### config.mk
export PLATFORM = sky130hd
export DESIGN_NAME = divide_32_by_16_with_flags
export DESIGN_NICKNAME = d
export VERILOG_FILES = /design/src/rtl/div3216_pkg.sv /design/src/rtl/divide_32_by_16_with_flags.sv
export SDC_FILE = /design/constraint.sdc
export NUM_CORES = 1
export LEC_CHECK = 0
export BUFFER_PORTS_ARGS = -buffer_cell sky130_fd_sc_hd__buf_2
export CORE_MARGIN = 3
export CORE_UTILIZATION = 65
export CTS_BUF_LIST = sky130_fd_sc_hd__clkbuf_4 sky130_fd_sc_hd__clkbuf_8
export CTS_CLUSTER_DIAMETER = 80
export DETAILED_ROUTE_END_ITERATION = 10
export GPL_ROUTABILITY_DRIVEN = 1
export PLACE_DENSITY_LB_ADDON = 0.3
export SYNTH_ARGS = -nofsm -noshare
export SYNTH_HDL_FRONTEND = slang
export SYNTH_SLANG_ARGS = --single-unit
### constraint.sdc
create_clock -name clk -period 31.2 [get_ports clk]
set_input_delay 3.12 -clock clk [delete_from_list [all_inputs] [get_ports clk]]
set_output_delay 3.12 -clock clk [all_outputs]
set_load 0.01 [all_outputs]
### src/rtl/div3216_pkg.sv
// shared types, constants and the restoring step for the 32 by 16 divider
// depends on nothing; used by divide_32_by_16_with_flags
`default_nettype none

package div3216_pkg;

    localparam int DIVIDEND_W      = 32;
    localparam int DIVISOR_W       = 16;
    localparam int QUOT_W          = 16;
    localparam int IN_DATA_W       = 48;
    localparam int IN_USER_W       = 1;
    localparam int OUT_DATA_W      = 32;
    localparam int OUT_USER_W      = 4;
    localparam int DIV_STAGES      = 4;
    localparam int STEPS_PER_STAGE = 4;

    localparam logic [QUOT_W-1:0] QUOT_MAX_U   = 16'hFFFF;
    localparam logic [QUOT_W-1:0] QUOT_MAX_NEG = 16'h8000;

    localparam logic OP_UNSIGNED = 1'b0;
    localparam logic OP_SIGNED   = 1'b1;

    typedef struct packed {
        logic                  op;
        logic                  num_neg;
        logic                  qneg;
        logic                  dbz;
        logic                  ovf;
        logic [DIVIDEND_W-1:0] num;
        logic [QUOT_W-1:0]     rem;
        logic [QUOT_W-1:0]     low;
        logic [DIVISOR_W-1:0]  den;
    } pipe_t;

    // one restoring step: shift in the next dividend bit, subtract if it fits
    function automatic pipe_t div_step(input pipe_t p);
        pipe_t           r;
        logic [QUOT_W:0] part;
        logic [QUOT_W:0] diff;
        r    = p;
        part = {p.rem, p.low[QUOT_W-1]};
        diff = part - {1'b0, p.den};
        if (!diff[QUOT_W])
        begin
            r.rem = diff[QUOT_W-1:0];
            r.low = {p.low[QUOT_W-2:0], 1'b1};
        end
        else
        begin
            r.rem = part[QUOT_W-1:0];
            r.low = {p.low[QUOT_W-2:0], 1'b0};
        end
        return r;
    endfunction

endpackage

`default_nettype wire

### src/rtl/divide_32_by_16_with_flags.sv
// top level of the pipelined 32 by 16 divider, unsigned and signed, with flags
// depends on div3216_pkg
`default_nettype none

// Takes one transaction per clock while the output is not stalled, in stages:
// one stage forms the operand magnitudes and the early overflow test, four
// stages run four restoring steps each (sixteen quotient bits), and the last
// stage restores the signs, checks the signed range and registers the result.
// Every stage has its own valid bit and ready, so a stalled output only holds
// the stages behind it that are full; empty stages keep taking new work.
module divide_32_by_16_with_flags (
    input  wire                                    clk,
    input  wire                                    rst_n,
    input  wire                                    s_axis_tvalid,
    output logic                                   s_axis_tready,
    // dividend [31:0], divisor [47:32]
    input  wire  [div3216_pkg::IN_DATA_W-1:0]      s_axis_tdata,
    // operation [0]
    input  wire  [div3216_pkg::IN_USER_W-1:0]      s_axis_tuser,
    output logic                                   m_axis_tvalid,
    input  wire                                    m_axis_tready,
    // packed_result [31:0]
    output logic [div3216_pkg::OUT_DATA_W-1:0]     m_axis_tdata,
    // overflow [0], negative [1], zero [2], divide_by_zero [3]
    output logic [div3216_pkg::OUT_USER_W-1:0]     m_axis_tuser
);

    localparam int NSTG = div3216_pkg::DIV_STAGES + 2;
    localparam int LAST = NSTG - 1;

    logic                 valid_reg [0:LAST];
    logic                 rdy       [0:LAST];
    div3216_pkg::pipe_t   stage_reg  [0:div3216_pkg::DIV_STAGES];
    div3216_pkg::pipe_t   stage_next [0:div3216_pkg::DIV_STAGES];

    logic [div3216_pkg::OUT_DATA_W-1:0] out_data_reg, out_data_next;
    logic [div3216_pkg::OUT_USER_W-1:0] out_user_reg, out_user_next;

    // ready chain
    always_comb
    begin
        rdy[LAST] = !valid_reg[LAST] || m_axis_tready;
        for (int i = LAST - 1; i >= 0; i--)
        begin
            rdy[i] = !valid_reg[i] || rdy[i+1];
        end
    end

    assign s_axis_tready = rdy[0];

    // magnitudes and early overflow
    always_comb
    begin
        logic [div3216_pkg::DIVIDEND_W-1:0] num;
        logic [div3216_pkg::DIVISOR_W-1:0]  den;
        logic [div3216_pkg::DIVIDEND_W-1:0] mag_n;
        logic [div3216_pkg::DIVISOR_W-1:0]  mag_d;
        logic                               op;
        logic                               num_neg;
        logic                               den_neg;
        logic                               dbz;
        num     = s_axis_tdata[div3216_pkg::DIVIDEND_W-1:0];
        den     = s_axis_tdata[div3216_pkg::IN_DATA_W-1:div3216_pkg::DIVIDEND_W];
        op      = s_axis_tuser[0];
        num_neg = (op == div3216_pkg::OP_SIGNED) && num[div3216_pkg::DIVIDEND_W-1];
        den_neg = (op == div3216_pkg::OP_SIGNED) && den[div3216_pkg::DIVISOR_W-1];
        mag_n   = num_neg ? (~num + 1'b1) : num;
        mag_d   = den_neg ? (~den + 1'b1) : den;
        dbz     = (den == '0);
        stage_next[0].op      = op;
        stage_next[0].num_neg = num_neg;
        stage_next[0].qneg    = num_neg ^ den_neg;
        stage_next[0].dbz     = dbz;
        stage_next[0].ovf     = !dbz
                                && (mag_n[div3216_pkg::DIVIDEND_W-1:div3216_pkg::QUOT_W] >= mag_d);
        stage_next[0].num     = num;
        stage_next[0].rem     = mag_n[div3216_pkg::DIVIDEND_W-1:div3216_pkg::QUOT_W];
        stage_next[0].low     = mag_n[div3216_pkg::QUOT_W-1:0];
        stage_next[0].den     = mag_d;
    end

    // restoring steps
    for (genvar g = 0; g < div3216_pkg::DIV_STAGES; g++)
    begin : g_div
        div3216_pkg::pipe_t work;
        always_comb
        begin
            work = stage_reg[g];
            for (int k = 0; k < div3216_pkg::STEPS_PER_STAGE; k++)
            begin
                work = div3216_pkg::div_step(work);
            end
        end
        assign stage_next[g+1] = work;
    end

    // sign restore, range check, flags
    always_comb
    begin
        div3216_pkg::pipe_t             p;
        logic                           sovf;
        logic                           ovf;
        logic [div3216_pkg::QUOT_W-1:0] q16;
        logic [div3216_pkg::QUOT_W-1:0] r16;
        p    = stage_reg[div3216_pkg::DIV_STAGES];
        sovf = (p.op == div3216_pkg::OP_SIGNED)
               && (p.qneg ? (p.low > div3216_pkg::QUOT_MAX_NEG)
                          : p.low[div3216_pkg::QUOT_W-1]);
        ovf  = p.ovf || (!p.dbz && sovf);
        q16  = p.qneg ? (~p.low + 1'b1) : p.low;
        r16  = p.num_neg ? (~p.rem + 1'b1) : p.rem;
        if (p.dbz)
        begin
            out_data_next = '0;
            out_user_next = 4'b1000;
        end
        else if (ovf)
        begin
            out_data_next = p.num;
            out_user_next = 4'b0001;
        end
        else
        begin
            out_data_next = {r16, q16};
            out_user_next = {1'b0, (q16 == '0), q16[div3216_pkg::QUOT_W-1], 1'b0};
        end
    end

    always_ff @(posedge clk or negedge rst_n)
    begin
        if (!rst_n)
        begin
            for (int i = 0; i < NSTG; i++)
            begin
                valid_reg[i] <= 1'b0;
            end
        end
        else
        begin
            if (rdy[0])
            begin
                valid_reg[0] <= s_axis_tvalid;
            end
            for (int i = 1; i < NSTG; i++)
            begin
                if (rdy[i])
                begin
                    valid_reg[i] <= valid_reg[i-1];
                end
            end
        end
    end

    always_ff @(posedge clk)
    begin
        if (rdy[0] && s_axis_tvalid)
        begin
            stage_reg[0] <= stage_next[0];
        end
        for (int i = 1; i <= div3216_pkg::DIV_STAGES; i++)
        begin
            if (rdy[i] && valid_reg[i-1])
            begin
                stage_reg[i] <= stage_next[i];
            end
        end
        if (rdy[LAST] && valid_reg[LAST-1])
        begin
            out_data_reg <= out_data_next;
            out_user_reg <= out_user_next;
        end
    end

    assign m_axis_tvalid = valid_reg[LAST];
    assign m_axis_tdata  = out_data_reg;
    assign m_axis_tuser  = out_user_reg;

`ifndef NO_ASSERTIONS
    a_dbz_clears: assert property (@(posedge clk) disable iff (!rst_n)
        (m_axis_tvalid && m_axis_tuser[3]) |-> (m_axis_tdata == '0 && m_axis_tuser[2:0] == '0))
        else $error("divide by zero result not cleared");

    a_flags_exclusive: assert property (@(posedge clk) disable iff (!rst_n)
        m_axis_tvalid |-> $onehot0({m_axis_tuser[3], m_axis_tuser[0]}))
        else $error("overflow and divide by zero both set");

    a_ovf_no_nz: assert property (@(posedge clk) disable iff (!rst_n)
        (m_axis_tvalid && m_axis_tuser[0]) |-> (m_axis_tuser[2:1] == '0))
        else $error("negative or zero set on overflow");

    a_zero_flag: assert property (@(posedge clk) disable iff (!rst_n)
        (m_axis_tvalid && !m_axis_tuser[0] && !m_axis_tuser[3])
        |-> (m_axis_tuser[2] == (m_axis_tdata[15:0] == '0)))
        else $error("zero flag does not match quotient");

    a_neg_flag: assert property (@(posedge clk) disable iff (!rst_n)
        (m_axis_tvalid && !m_axis_tuser[0] && !m_axis_tuser[3])
        |-> (m_axis_tuser[1] == m_axis_tdata[15]))
        else $error("negative flag does not match quotient");
`endif

endmodule

`default_nettype wire
* Word-level counts from Yosys, hierarchy flattened *
Memories as Yosys holds them, arrays and structs flattened.
Cells that the tools add are included.

word-level totals
  register bits after elaboration = 42
  memory bits (writable) = 425
  input bits = 53
  output and inout bits = 38
  logic and storage cells = 99
  memories kept = 1

memory list
  memory     words  bits a word  read ports  clocked after memory_dff  wr ports  line                              source
  stage_reg  5      85           5           0                         5         divide_32_by_16_with_flags.sv:33  div3216_pkg::pipe_t stage_reg [0:div3216_pkg::DIV_STAGES];

cells by class
  add/sub/neg operators = 20
  order comparisons = 2
  mux-type cells = 33
  bitwise operators = 5
  reductions and logical operators = 29

operators with widths
  cell                     count
  $mux W32                 18
  $sub A17 B16 Y17         16
  $add A16 B1 Y16 const B  3
  $mux W16                 3
  $not A16 Y16             3
  $add A32 B1 Y32 const B  1
  $logic_not A16 Y1        2
  $not A32 Y32             1
  $ge A16 B16 Y1           1
  $gt A16 B16 Y1 const B   1
  $mux W1                  12
  $logic_and A1 B1 Y1      11
  $logic_not A1 Y1         8
  $logic_or A1 B1 Y1       7
  $reduce_or A2 Y1         1
  $xor A1 B1 Y1            1

* Logic depth before layout (Yosys ltp) *
Gate-level depths: netlist of run 1.

  depth in word-level cells = 10
  depth in mapped cells = 57
  depth with buffers taken out = 53

* Least setup slack after synthesis of run 1 *
No wires, ideal clock.

  kind = register to register
  from = memory stage_reg[0][86] (netlist name)
  to = memory stage_reg[0][208] (netlist name) (data pin)
  setup time = 0.270 ns
  data arrival time = 11.288 ns
  setup slack = 19.641 ns
  cell stages (with the launch flop) = 53
  clock period less this slack = 11.559 ns
  cells stage by stage = edfxtp_1 -> inv_1 -> fa_1 -> a211o_1 -> a21oi_1 -> o21ai_1 -> a211oi_1 -> o21ai_0 -> nand3_1 -> buf_2 -> buf_1 -> nor2_1 -> a21oi_1 -> ha_1 -> a21o_1 -> or3_1 -> o21a_1 -> a2111oi_0 -> [... 17 more ...] -> o211ai_2 -> clkbuf_1 -> mux2i_1 -> ha_1 -> nor2b_1 -> o21ai_0 -> a21boi_0 -> o21ai_0 -> a211oi_1 -> o31ai_1 -> nand2_1 -> a31o_2 -> a31oi_1 -> xor2_1 -> clkbuf_1 -> nor2b_1 -> a211oi_1 -> a21oi_1

RTL lines
  element      line
  from (decl)  divide_32_by_16_with_flags.sv:33

==> impl_metrics.ini, run 1 <==
[status]
status = finished clean

[critical_path]
worst_setup_path_start_kind = flip-flop
r2r-start = stage_reg[0][86]
crit_path_frequent_cell = o21ai_0
crit_slowest_cell = xor2_1
required_ps = 31650
crit_fanout = 37
cp-end-kind = flip-flop
cp_slowest_stage_delay_ps = 860
path_class = flip-flop to flip-flop
r2r_cells = 49
r2r_slack_ps = 17710
critPathLaunch = stage_reg[0][86]
endpoint = stage_reg[0][209]
cp.arrival_ps = 13940
crit-reg2reg-capture = stage_reg[0][209]

[die]
rows = 78
dieHeight_um = 222
fp.dieArea_mm2 = 0.0495
fp.dieW_um = 222
core_area_mm2 = 0.0458
ios = 91
start_util = 0.665

[timing]
hold_ws_ps = 392
min_period_over_period = 0.432
fin_worst_skew_ps = 36.9
setup_violations = 0
fmax_mhz = 74.2
slew_violations = 0
fin_crit_ps = 13490
grt_setup_unrepaired = no
hold_viol_final = 0
fin_setup_tns_ps = 0
worstMarginPinSlew_ps = 1280
slew-limit-headroom = 0.142

[clock_tree]
postCtsHoldBufs = 0
clock_sinks = 447
cts-resized-gates = 0
htreeDepth = 3
root_buffer = clkbuf_8
postCtsSetupBuffers = 0
cts_tree = yes
clkLatencyLatePin_ps = 640
numCtsBuffers = 72
clk_pin_slew_worst_paths_ps = 60
clockBufferDepth = 3

[layout]
drive_above_1_share = 0.105
nNetsFinal = 3401
nFillCells = 3134
largest_reg_flops = 405
syn_to_final_growth_pct = 8.42

[route]
drtIter0Drc = 1940
wire_per_inst_um = 20.2
first_pass_iters = 6
avgViaCountPerCell = 6.25
drc = 0
ant_nets = 0
routed_wl_mm = 74.9
num_vias = 23200

[logic_synthesis]
yosysWarnings = 0
synth_area_mm2 = 0.0304
synth-seq-area-share = 0.440
synth.distinct_cells = 87
avgSynthCellArea_um2 = 10.4
ys_ff_latch = 447
synth_edf_count = 441
synthCells = 2931
synth-main-ff-cell = edfxtp_1
synth.area.top_cells = edfxtp_1 (44%), ha_1 (11%), xnor2_1 (4.4%)
synth_top_area_share = 0.435
syn-num-nets = 3276
synth_top_area_cell = edfxtp_1
async_flop_share = 0.0134

[hold_path]
hold_path_class = flip-flop to flip-flop

[grt]
grt_pass1_wl_mm = 117
grt_overflow = 0
grt_max_degree = 85
antenna_found_initial = 7
grt_pass1_vias = 22700
grtUsageTotal = 0.295

[placement]
gp_congestion = 0.939
dp_hpwl_mm = 56.6
port_buffers = 90

[job]
cap_violations = 0
[worst min-delay path by stage]
stage                     cells after the start           endpoint  slack, ps              start
final                                         0  stage_reg[0][235]        390  stage_reg[0][150]
after global placement                        0  stage_reg[0][227]        400  stage_reg[0][142]
after detailed placement                      0  stage_reg[0][152]        400   stage_reg[0][67]
after global routing                          0  stage_reg[0][316]        400  stage_reg[0][231]
after CTS                                     0  stage_reg[0][235]        380  stage_reg[0][150]
after floorplan                               0  stage_reg[0][106]        400   stage_reg[0][17]
[through the flow]
| step | util | instances | worst slack (ps) | instance area (um^2) |
|---|---|---|---|---|
| after global routing | 0.721 | 3709 | 16440 | 33000 |
| after floorplan | - | 2931 | 19640 | 30400 |
| after CTS | 0.721 | 3707 | 17820 | 33000 |
| after global placement | 0.691 | 3582 | 18290 | 31600 |
| final | 0.721 | 3710 | 17710 | 33000 |
| after detailed placement | 0.691 | 3582 | 17890 | 31600 |
[cells in the mapped netlist, drive strengths merged, types with 6 or more instances]
cell type,n
edfxtp,441
ha,276
nor2,258
a21oi,205
nand2,205
o21ai,205
inv,190
xnor2,155
xor2,131
a21o,73
nor2b,64
mux2,58
nor3,56
nand2b,54
a211oi,45
clkbuf,45
nand3,38
mux2i,37
o21a,36
a221o,30
a31oi,23
a21boi,21
o31ai,21
and3,20
or3,20
and2,19
fa,16
or2,15
nor4,13
buf,11
o211ai,11
nand4,10
o21bai,9
o31a,9
o41ai,9
a211o,7
a221oi,7
a31o,7
or4,7
a41oi,6
dfrtp,6
[area by class of cell]
type | instances | area (um^2) | share of cell area
Timing Repair Buffer | 107 | 578 | 0.0175
Multi-Input combinational cell | 2237 | 16200 | 0.490
Antenna cell | 3 | 7.51 | 0.000227
Clock inverter | 23 | 151 | 0.00459
Tap cell | 600 | 751 | 0.0227
Clock buffer | 102 | 1230 | 0.0372
Inverter | 191 | 717 | 0.0217
Sequential cell | 447 | 13400 | 0.406
[per-layer routing]
metal | up-vias | part of all wire | routed length (um) | GRT usage
met5 | - | 0.00072 | 54 | 0
met4 | 8 | 0.046 | 3430 | 0.146
met3 | 224 | 0.062 | 4610 | 0.0420
met2 | 883 | 0.49 | 36700 | 0.496
met1 | 11000 | 0.40 | 30000 | 0.376
li1 | 11100 | - | - | -
[critical path, delay by kind of cell, from the launching register on]
| family | cells | cell delay, ps |
|---|---|---|
| AO/OA/AOI/OAI | 29 | 6970 |
| AND/OR/NAND/NOR | 9 | 1720 |
| adder cells (fa/ha/maj) | 4 | 1470 |
| buffers and inverters | 4 | 1120 |
| XOR/XNOR | 1 | 860 |
| multiplexers | 2 | 630 |
| flip-flops | 1 | 500 |
[placed cells by master, fill, tap and decap left out, drive strengths merged, types with 10 or more instances in the layout]
cell / count
a211oi: 45
a21boi: 21
a21o: 73
a21oi: 205
a221o: 30
a31oi: 23
and2: 19
and3: 20
buf: 107
clkbuf: 102
clkinv: 16
edfxtp: 441
fa: 16
ha: 276
inv: 194
mux2: 58
mux2i: 37
nand2: 205
nand2b: 54
nand3: 38
nand4: 10
nor2: 258
nor2b: 64
nor3: 56
nor4: 13
o211ai: 11
o21a: 36
o21ai: 205
o31ai: 21
or2: 15
or3: 20
xnor2: 155
xor2: 131
[kinds of logic (layout without fill, tap and decap cells)]
kind of cell	after synthesis	after routing	synth area share
AOI/OAI and AO/OA	769	769	0.163
xor gates and xnor gates	286	286	0.0843
adders and majority gates	292	292	0.124
buffers and inverters	247	423	0.0310
DFF	447	447	0.440
muxes	95	95	0.0349
other	0	3	0
and+or+nand+nor	795	795	0.123
Power of run 1 is not shown: default switching activity piles up to over one toggle a cycle in this logic, so the estimate is an artifact.
==> run 2, diff against run 1 <==
Settings changed: ABC_AREA from default to 1.
Clock period 31.2 ns to 13.95 ns, I/O delays scaled along.
==> run 2 against run 1 <==
  * Non-clock buffer count fell by 9
  * Die area rose by 4.5%
  * Synthesized cell count up 24%
  * Core utilization decreased by 1.0 points
  * Critical path type unchanged
==> impl_metrics.ini, run 2 <==
[layout]
layout_commonest_cell = nand2_1
nFillCells = 3594
multiInputGateArea_mm2 = 0.0164
largest_reg_flops = 405
final_cell_mix = nand2_1 (888), edfxtp_1 (441), inv_1 (424)
drive_above_1_share = 0.0926
register_area_mm2 = 0.0134
syn_to_final_growth_pct = 7.21
nNetsFinal = 4104
final_util = 0.711

[clock_tree]
clockBufferDepth = 3
numCtsBuffers = 71
cts_tree = yes
clk_pin_slew_worst_paths_ps = 60
htreeDepth = 3
clock_sinks = 447
clkLatencyLatePin_ps = 620
postCtsSetupBuffers = 0
postCtsHoldBufs = 0
cts-resized-gates = 0
root_buffer = clkbuf_8

[critical_path]
critPathLaunch = stage_reg[0][256]
required_ps = 14310
cp_slowest_stage_delay_ps = 640
r2r_cells = 44
cp-end-kind = flip-flop
crit_path_frequent_cell = nand2_1
crit_slowest_cell = a221oi_1
path_class = flip-flop to flip-flop
r2r_slack_ps = 3760
worst_setup_path_start_kind = flip-flop
crit_fanout = 31
cp.arrival_ps = 10540
r2r-start = stage_reg[0][256]
endpoint = stage_reg[0][385]
crit-reg2reg-capture = stage_reg[0][385]

[timing]
fin_ws_ps = 3760
fin_setup_tns_ps = 0
fin_worst_skew_ps = 28.7
slew_violations = 0
setup_violations = 0
fin_crit_ps = 10190
hold_viol_final = 0
worstMarginPinSlew_ps = 1170
min_period_over_period = 0.730
slew-limit-headroom = 0.218
fmax_mhz = 98.2
grt_setup_unrepaired = no
hold_ws_ps = 403

[die]
start_util = 0.663
dieHeight_um = 227
fp.dieArea_mm2 = 0.0517
core_area_mm2 = 0.0480
rows = 80
fp.dieW_um = 227
ios = 91

[grt]
grt_max_degree = 85
antenna_found_initial = 1
grt_overflow = 0
grt_pass1_vias = 24400
grtUsageTotal = 0.302
grt_pass1_wl_mm = 123

[logic_synthesis]
async_flop_share = 0.0134
avgSynthCellArea_um2 = 8.74
synth_common_cells = nand2_1 (888), edfxtp_1 (441), inv_1 (427)
yosys.cell_count.top_type = nand2_1
synth-main-ff-cell = edfxtp_1
yosysWarnings = 0
synth.distinct_cells = 52
synth_top_area_cell = edfxtp_1
synthCells = 3646
synth_top_area_share = 0.416
synth_edf_count = 441
synth-seq-area-share = 0.420
syn-num-nets = 3991
ys_ff_latch = 447
synth_area_mm2 = 0.0319
synth.area.top_cells = edfxtp_1 (42%), ha_1 (11%), nand2_1 (10%)

[hold_path]
hold_path_class = flip-flop to flip-flop

[placement]
dp_hpwl_mm = 60.7
dp_slack_ps = 3880
gp_congestion = 0.965
port_buffers = 90

[route]
avgViaCountPerCell = 5.87
num_vias = 26000
first_pass_iters = 6
routed_wl_mm = 79.0
ant_nets = 0
drc = 0
wire_per_inst_um = 17.8
drtIter0Drc = 2291

[status]
status = finished clean

[job]
cap_violations = 0
-- run 2: worst min path at each step --
stage	cells past startpoint	start	slack, ps	end
after floorplan	0	stage_reg[0][17]	400	stage_reg[0][106]
after global routing	0	stage_reg[0][323]	410	stage_reg[0][408]
after global placement	0	stage_reg[0][81]	400	stage_reg[0][166]
after detailed placement	0	stage_reg[0][19]	400	stage_reg[0][108]
final	0	stage_reg[0][323]	400	stage_reg[0][408]
after CTS	0	stage_reg[0][323]	400	stage_reg[0][408]
-- run 2: critical path, delay by kind of cell, from the launching register on --
kind / cells / cell delay [ps]
and+or+nand+nor: 24 / 4050
AOI/OAI and AO/OA: 10 / 2630
adders and majority gates: 4 / 1760
buffers and inverters: 6 / 930
DFF: 1 / 550
-- run 2: cells by family after synthesis --
| family | count (synthesis) | share of synthesized area |
|---|---|---|
| flops | 447 | 0.420 |
| simple gates | 1478 | 0.201 |
| fa+ha+maj | 292 | 0.118 |
| buf+inv | 496 | 0.0657 |
| compound gates | 658 | 0.119 |
| xor+xnor | 275 | 0.0756 |
-- run 2: stage by stage --
step	instances	instance area, um^2
after global placement	4301	32700
after detailed placement	4301	32700
after global routing	4430	34100
after CTS	4429	34100
final	4432	34200
after floorplan	3646	31900
-- run 2: cell type report --
| cell class | count | area share |
|---|---|---|
| diodes | 3 | 0.000220 |
| well taps | 615 | 0.0225 |
| repair buffers | 98 | 0.0149 |
| clock buffers | 98 | 0.0347 |
| flip-flops and latches | 447 | 0.392 |
| multi-input cells | 2703 | 0.480 |
| inverters | 438 | 0.0483 |
| clock inverters | 30 | 0.00711 |
-- run 2: metal layers --
metal	track usage	share of wire	vias up
li1	-	-	12700
met5	0	0	-
met3	0.0460	0.070	230
met4	0.125	0.042	0
met2	0.503	0.47	1033
met1	0.399	0.42	12100
Power of run 2 is left out for the same reason.
